===== src/rtl/core/fesg_pkg.sv =====
// Shared types and widths for the filled ellipse span generator.
// Used by the controller, the datapath and the top level; depends on nothing.
package fesg_pkg;

    localparam int CX_W    = 7;
    localparam int CY_W    = 6;
    localparam int RX_W    = 6;
    localparam int RY_W    = 5;
    localparam int ROW_W   = 6;   // signed row offset, -31 .. +31
    localparam int RX2_W   = 12;  // radius_x squared
    localparam int RY2_W   = 10;  // radius_y squared, also row offset squared
    localparam int PROD_W  = 22;  // rx^2 * ry^2 and y^2 * rx^2
    localparam int STEP_W  = 17;  // (2w - 1) * ry^2
    localparam int SPAN_W  = 8;
    localparam int IN_DATA_W  = 32;
    localparam int OUT_DATA_W = 32;

    // Commands from the controller to the datapath.
    typedef struct packed {
        logic load;       // latch a new draw command
        logic square;     // square both radii
        logic limit;      // form the bound and the first width step
        logic row_square; // square the row offset
        logic row_init;   // start the width search of a row
        logic step;       // narrow the half width by one pixel
        logic row_next;   // advance to the next row
    } ctrl_cmd_t;

    // Status from the datapath back to the controller.
    typedef struct packed {
        logic search_done; // current half width fits inside the ellipse
        logic last_row;    // current row is the bottom row
    } dp_status_t;

endpackage


===== src/rtl/core/fesg_ctrl.sv =====
// Sequencer of the filled ellipse span generator: setup, per-row search, output.
// Depends on fesg_pkg for the command and status structs.
module fesg_ctrl
(
    input  logic                   clk,
    input  logic                   rst_n,
    input  logic                   s_tvalid,
    output logic                   s_tready,
    output logic                   m_tvalid,
    input  logic                   m_tready,
    input  fesg_pkg::dp_status_t   status,
    output fesg_pkg::ctrl_cmd_t    cmd
);

    localparam logic [2:0] ST_IDLE    = 3'd0;
    localparam logic [2:0] ST_SQUARE  = 3'd1;
    localparam logic [2:0] ST_LIMIT   = 3'd2;
    localparam logic [2:0] ST_ROWSQ   = 3'd3;
    localparam logic [2:0] ST_ROWINIT = 3'd4;
    localparam logic [2:0] ST_SEARCH  = 3'd5;
    localparam logic [2:0] ST_EMIT    = 3'd6;

    logic [2:0] state_reg;
    logic [2:0] state_next;

    always_ff @(posedge clk or negedge rst_n)
    begin
        if (!rst_n)
        begin
            state_reg <= ST_IDLE;
        end
        else
        begin
            state_reg <= state_next;
        end
    end

    always_comb
    begin
        state_next = state_reg;
        cmd        = '0;
        s_tready   = 1'b0;
        m_tvalid   = 1'b0;
        case (state_reg)
            ST_IDLE:
            begin
                s_tready = 1'b1;
                if (s_tvalid)
                begin
                    cmd.load   = 1'b1;
                    state_next = ST_SQUARE;
                end
            end
            ST_SQUARE:
            begin
                cmd.square = 1'b1;
                state_next = ST_LIMIT;
            end
            ST_LIMIT:
            begin
                cmd.limit  = 1'b1;
                state_next = ST_ROWSQ;
            end
            ST_ROWSQ:
            begin
                cmd.row_square = 1'b1;
                state_next     = ST_ROWINIT;
            end
            ST_ROWINIT:
            begin
                cmd.row_init = 1'b1;
                state_next   = ST_SEARCH;
            end
            ST_SEARCH:
            begin
                if (status.search_done)
                begin
                    state_next = ST_EMIT;
                end
                else
                begin
                    cmd.step = 1'b1;
                end
            end
            ST_EMIT:
            begin
                m_tvalid = 1'b1;
                if (m_tready)
                begin
                    if (status.last_row)
                    begin
                        state_next = ST_IDLE;
                    end
                    else
                    begin
                        cmd.row_next = 1'b1;
                        state_next   = ST_ROWSQ;
                    end
                end
            end
            default:
            begin
                state_next = ST_IDLE;
            end
        endcase
    end

endmodule


===== src/rtl/core/fesg_datapath.sv =====
// Datapath of the filled ellipse span generator: held command, squares,
// products and the incremental half-width search. Depends on fesg_pkg.
module fesg_datapath
(
    input  logic                              clk,
    input  fesg_pkg::ctrl_cmd_t               cmd,
    input  logic [fesg_pkg::IN_DATA_W-1:0]    in_data,
    output fesg_pkg::dp_status_t              status,
    output logic signed [fesg_pkg::SPAN_W-1:0] span_row,
    output logic signed [fesg_pkg::SPAN_W-1:0] span_left,
    output logic [fesg_pkg::SPAN_W-1:0]       span_right,
    output logic                              span_color
);

    logic [fesg_pkg::CX_W-1:0]         cx_reg;
    logic [fesg_pkg::CY_W-1:0]         cy_reg;
    logic [fesg_pkg::RX_W-1:0]         rx_reg;
    logic [fesg_pkg::RY_W-1:0]         ry_reg;
    logic                              color_reg;
    logic signed [fesg_pkg::ROW_W-1:0] y_reg;
    logic [fesg_pkg::RX2_W-1:0]        rx2_reg;
    logic [fesg_pkg::RY2_W-1:0]        ry2_reg;
    logic [fesg_pkg::PROD_W-1:0]       lim_reg;
    logic [fesg_pkg::STEP_W-1:0]       d0_reg;
    logic [fesg_pkg::RY2_W-1:0]        y2_reg;
    logic [fesg_pkg::PROD_W-1:0]       used_reg;
    logic [fesg_pkg::PROD_W-1:0]       t_reg;
    logic [fesg_pkg::STEP_W-1:0]       d_reg;
    logic [fesg_pkg::RX_W-1:0]         w_reg;

    logic [fesg_pkg::RY_W-1:0]         ay;
    logic [fesg_pkg::PROD_W:0]         lhs;
    logic [fesg_pkg::RX_W:0]           odd_rx;

    function automatic logic signed [fesg_pkg::SPAN_W-1:0] SPAN_W_EXT
        (input logic signed [fesg_pkg::ROW_W-1:0] v);
        SPAN_W_EXT = {{(fesg_pkg::SPAN_W - fesg_pkg::ROW_W){v[fesg_pkg::ROW_W-1]}}, v};
    endfunction

    assign ay     = y_reg[fesg_pkg::ROW_W-1] ? fesg_pkg::RY_W'(-y_reg)
                                             : fesg_pkg::RY_W'(y_reg);
    assign lhs    = {1'b0, t_reg} + {1'b0, used_reg};
    assign odd_rx = {rx_reg, 1'b0} - 7'd1;

    // t_reg holds w^2*ry^2 and d_reg holds (2w-1)*ry^2 for the current w,
    // so each narrowing step costs only subtractions.
    always_ff @(posedge clk)
    begin
        if (cmd.load)
        begin
            cx_reg    <= in_data[6:0];
            cy_reg    <= in_data[12:7];
            rx_reg    <= in_data[18:13];
            ry_reg    <= in_data[23:19];
            color_reg <= in_data[24];
            y_reg     <= -$signed({1'b0, in_data[23:19]});
        end
        if (cmd.square)
        begin
            rx2_reg <= fesg_pkg::RX2_W'(rx_reg) * fesg_pkg::RX2_W'(rx_reg);
            ry2_reg <= fesg_pkg::RY2_W'(ry_reg) * fesg_pkg::RY2_W'(ry_reg);
        end
        if (cmd.limit)
        begin
            lim_reg <= fesg_pkg::PROD_W'(rx2_reg) * fesg_pkg::PROD_W'(ry2_reg);
            d0_reg  <= fesg_pkg::STEP_W'(odd_rx) * fesg_pkg::STEP_W'(ry2_reg);
        end
        if (cmd.row_square)
        begin
            y2_reg <= fesg_pkg::RY2_W'(ay) * fesg_pkg::RY2_W'(ay);
        end
        if (cmd.row_init)
        begin
            used_reg <= fesg_pkg::PROD_W'(y2_reg) * fesg_pkg::PROD_W'(rx2_reg);
            t_reg    <= lim_reg;
            d_reg    <= d0_reg;
            w_reg    <= rx_reg;
        end
        if (cmd.step)
        begin
            t_reg <= t_reg - fesg_pkg::PROD_W'(d_reg);
            d_reg <= d_reg - fesg_pkg::STEP_W'({ry2_reg, 1'b0});
            w_reg <= w_reg - 6'd1;
        end
        if (cmd.row_next)
        begin
            y_reg <= y_reg + 6'sd1;
        end
    end

    assign status.search_done = (w_reg == '0) || (lhs <= {1'b0, lim_reg});
    assign status.last_row    = (y_reg == $signed({1'b0, ry_reg}));

    assign span_row   = $signed({2'b00, cy_reg}) + SPAN_W_EXT(y_reg);
    assign span_left  = $signed({1'b0, cx_reg} - {2'b00, w_reg});
    assign span_right = {1'b0, cx_reg} + {2'b00, w_reg};
    assign span_color = color_reg;

endmodule


===== src/rtl/core/filled_ellipse_span_generator.sv =====
// Top level of the filled ellipse span generator.
// Instantiates fesg_ctrl and fesg_datapath; depends on fesg_pkg.
//
// Usage:
//   A draw command enters on the s_ channel as one beat. The block then
//   returns 2*radius_y+1 span beats on the m_ channel, top row first; each
//   span is one row with inclusive left and right columns, and m_tlast marks
//   the bottom row. Coordinates are not clipped.
//   After the command beat the sequencer squares both radii, forms the bound
//   and first width step, squares the row offset, starts the row search and
//   narrows the half width until the span fits, then offers the span. One
//   command is in work at a time; each row repeats the row square, start,
//   search and output, and waits while the receiver stalls. The search takes
//   k = radius_x - half_width <= 63 steps per row, one pixel per cycle.
//   s_tready is high only while no command is in work.
//   A stalled span is held on m_tdata and m_tlast until m_tready.
//   Reset returns the sequencer to idle; any command in work is dropped.
module filled_ellipse_span_generator
(
    input  logic                                clk,
    input  logic                                rst_n,
    input  logic                                s_tvalid,
    output logic                                s_tready,
    // center_x[6:0], center_y[12:7], radius_x[18:13], radius_y[23:19],
    // fill_color[24], zero pad[31:25]
    input  logic [fesg_pkg::IN_DATA_W-1:0]      s_tdata,
    output logic                                m_tvalid,
    input  logic                                m_tready,
    // span_row[7:0], span_left[15:8], span_right[23:16], span_color[24],
    // zero pad[31:25]
    output logic [fesg_pkg::OUT_DATA_W-1:0]     m_tdata,
    output logic                                m_tlast
);

    fesg_pkg::ctrl_cmd_t                 cmd;
    fesg_pkg::dp_status_t                status;
    logic signed [fesg_pkg::SPAN_W-1:0]  span_row;
    logic signed [fesg_pkg::SPAN_W-1:0]  span_left;
    logic [fesg_pkg::SPAN_W-1:0]         span_right;
    logic                                span_color;

    fesg_ctrl u_ctrl
    (
        .clk      (clk),
        .rst_n    (rst_n),
        .s_tvalid (s_tvalid),
        .s_tready (s_tready),
        .m_tvalid (m_tvalid),
        .m_tready (m_tready),
        .status   (status),
        .cmd      (cmd)
    );

    fesg_datapath u_datapath
    (
        .clk        (clk),
        .cmd        (cmd),
        .in_data    (s_tdata),
        .status     (status),
        .span_row   (span_row),
        .span_left  (span_left),
        .span_right (span_right),
        .span_color (span_color)
    );

    assign m_tdata = {7'd0, span_color, span_right, span_left, span_row};
    assign m_tlast = status.last_row;

endmodule


===== config.mk =====
export PLATFORM = sky130hd
export DESIGN_NAME = filled_ellipse_span_generator
export DESIGN_NICKNAME = d
export VERILOG_FILES = /design/src/rtl/core/fesg_pkg.sv /design/src/rtl/core/fesg_ctrl.sv /design/src/rtl/core/fesg_datapath.sv /design/src/rtl/core/filled_ellipse_span_generator.sv
export SDC_FILE = /design/constraint.sdc
export NUM_CORES = 1
export LEC_CHECK = 0
export ABC_CLOCK_PERIOD_IN_PS = 6710
export BUFFER_PORTS_ARGS = -buffer_cell sky130_fd_sc_hd__buf_2
export CAP_MARGIN = 15
export CORE_ASPECT_RATIO = 1.25
export CORE_MARGIN = 2
export CORE_UTILIZATION = 65
export DETAILED_ROUTE_END_ITERATION = 8
export PLACE_DENSITY = 0.81
export SLEW_MARGIN = 20
export SYNTH_ARGS = -nofsm -noshare
export SYNTH_HDL_FRONTEND = slang
export SYNTH_SLANG_ARGS = --single-unit

===== constraint.sdc =====
create_clock -name clk -period 6.71 [get_ports clk]
set_clock_uncertainty 0.15 [all_clocks]
set_input_delay 1.342 -clock clk [delete_from_list [all_inputs] [get_ports clk]]
set_output_delay 1.342 -clock clk [all_outputs]
set_load 0.02 [all_outputs]

==> impl_metrics.yaml <==
logic_synthesis:
  ys_seq_area_share_pct: 24.5
  synth.top_cell.area_share_pct: 24.1
  synth_top_flop_cell: "edfxtp_1"
  synth_top_cell_by_area: "edfxtp_1"
  async_flop_share_pct: 1.80
  synth_edf_count: 164
  synth_cell_types: 63
  synth_area_per_cell_um2: 9.81
  yosysMostFrequentCell: "inv_1"
  synthTopCellsByCount: "inv_1 (327), ha_1 (295), fa_1 (183)"
  ys_ff_latch: 167
  syn_inst: 2083
  syn_area_um2: 20400
  yosys_warnings: 0
  synth_area_leaders: "edfxtp_1 (24%), ha_1 (18%), fa_1 (18%), inv_1 (6.0%), and2_1 (4.8%)"
route:
  drcViolationCount: 0
  post_drt_wl_per_cell_um: 16.9
  viasPerCell: 5.74
  antenna_left: 0
  vias: 14700
  wl_mm: 43.1
  dr.pass1.iters: 5
  drt_iter0_drc: 802
setup_path:
  reg2reg_from: "u_datapath.rx_reg[0]$_DFFE_PP_"
  cp.arrival_ns: 6.10
  crit_type: "flip-flop to flip-flop"
  r2r_slack_ns: 0.64
  end_kind: "flip-flop"
  worst_ep_required_time_ns: 6.75
  r2r_cells: 19
  start_kind: "flip-flop"
  crit_path_max_fanout: 11
  critPathCapture: "u_datapath.d0_reg[15]$_DFFE_PP_"
  critPathLaunch: "u_datapath.rx_reg[0]$_DFFE_PP_"
  r2r-end: "u_datapath.d0_reg[15]$_DFFE_PP_"
cts:
  clk_pin_slew_ns: 0.07
  h-tree-depth: 4
  cts_tree: "yes"
  cts_resized: 0
  postCtsSetupRepairBufs: 0
  ctsRootBufferMaster: "clkbuf_16"
  cts_buffer_depth: 2
  clk_latency_ns: 0.46
  cts_inserted_buffers: 17
  clkSinkCount: 167
  cts-hold-fix-buffers: 0
timing:
  setup_viol: 0
  rsz0062_at_grt: "no"
  worst_pin_slew_ns: 0.871
  hold_violations: 0
  slew_headroom_pct: 41.9
  max_freq_mhz: 165
  min_period_ns: 6.07
  slew_violations: 0
  period_share_pct: 90.4
  final.setup.tns_ns: 0
finish:
  largest_register_ffs: 22
  drive_above_1_share_pct: 6.24
  layout.nets: 2649
  area_delta_synth_final_pct: 6.17
  antenna_cells: 0
  fin_cells: 2554
place:
  place.gp.congestion: 0.896
  dp_hpwl_mm: 34.3
  dp_cells: 2523
  port_buffers: 56
floorplan:
  rows: 72
  start_util_pct: 66.0
  core_area_um2: 31000
  die_area_um2: 32900
  fp.dieH_um: 202
  die_x_um: 163
  ios: 71
global_routing:
  grt_pass1_wl_mm: 73.2
  grt_overflow: 0
  grt_usage_pct: 28.0
  grt_util_met1_pct: 34.1
  grt-busiest-layer: "met2"
  grt_max_degree: 45
  met3_usage_pct: 3.82
  grt_pass1_vias: 15600
  use_met2_pct: 49.2
  antenna_found_initial: 0
status:
  outcome: "finished clean"
min_path:
  holdCritPathClass: "flip-flop to flip-flop"
run:
  drv_cap: 0
-- cell families after synthesis --
kind of cell / after synthesis / synth area share [%]
flops: 167 / 24.5
fa+ha+maj: 478 / 36.0
compound gates: 279 / 8.76
other cells: 2 / 0.0367
mux: 45 / 2.35
xor+xnor: 158 / 6.77
buf+inv: 388 / 7.46
simple gates: 566 / 14.2
-- cells in the final DEF (no fill, tap or decap), types with 30 or more instances in the layout --
cell type,synthesis,layout
buf_2,0,56
o21ai_0,48,48
xnor2_1,109,109
fa_1,183,183
and2_1,156,156
xor2_1,49,49
nand2_1,126,126
nor2b_1,30,30
a21oi_1,93,93
a21o_1,31,31
edfxtp_1,164,164
ha_1,295,295
nor2_1,113,113
inv_1,327,327
nor3_1,33,33
-- worst max-delay path, cell delays in order, from the launching register on --
cell and delay (ns):
edfxtp_1 0.55, clkinv_1 0.39, ha_1 0.35, xor2_1 0.51, nand2_1 0.17, fa_1 0.53
fa_1 0.49, inv_1 0.05, fa_1 0.52, inv_1 0.05, fa_1 0.49, inv_1 0.04
ha_1 0.25, nor3_1 0.19, o21ai_0 0.16, a31oi_1 0.25, a21oi_1 0.14, a21o_1 0.20
a21oi_1 0.17, xnor2_1 0.12
-- final cells by class --
cell class / instances / area (µm²)
multi-input cells: 1551 / 14000
fillers: 2298 / 9290
flip-flops and latches: 167 / 5000
inverters: 328 / 1230
well taps: 407 / 509
clock buffers: 17 / 425
repair buffers: 70 / 405
clock inverters: 14 / 101
-- layer usage --
metal / vias up / wire (µm)
li1: 7000 / -
met1: 7114 / 17400
met2: 424 / 21700
met3: 128 / 2010
met4: 0 / 1920
met5: - / 0
-- how the worst min path moves through the flow --
stage	from	slack (ns)	end	cells past startpoint
2_1_floorplan	u_datapath.y_reg[0]$_DFFE_PP_	0.33	u_datapath.y2_reg[0]$_DFFE_PN_	0
3_3_place_gp	u_datapath.d0_reg[0]$_DFFE_PP_	0.35	u_datapath.d_reg[0]$_DFFE_PP_	1
3_5_place_dp	u_datapath.d0_reg[0]$_DFFE_PP_	0.37	u_datapath.d_reg[0]$_DFFE_PP_	1
4_1_cts	u_datapath.d0_reg[0]$_DFFE_PP_	0.38	u_datapath.d_reg[0]$_DFFE_PP_	1
5_1_grt	u_datapath.d0_reg[0]$_DFFE_PP_	0.40	u_datapath.d_reg[0]$_DFFE_PP_	1
6_report	u_datapath.d0_reg[0]$_DFFE_PP_	0.38	u_datapath.d_reg[0]$_DFFE_PP_	1
-- stage by stage --
step	hold slack [ns]	worst slack [ns]	instance area, µm²	utilization [%]
final	0.380	0.644	21700	70.0
after global routing	0.405	0.204	21700	70.0
after CTS	0.383	0.726	21700	70.0
after detailed placement	0.368	0.773	21200	68.3
after global placement	0.350	0.827	21200	68.3
after floorplan	0.335	1.18	20500	-
Power is left out: the tool's default activity adds up to more than one toggle a clock period on the data nets, which glitch-free logic cannot reach.
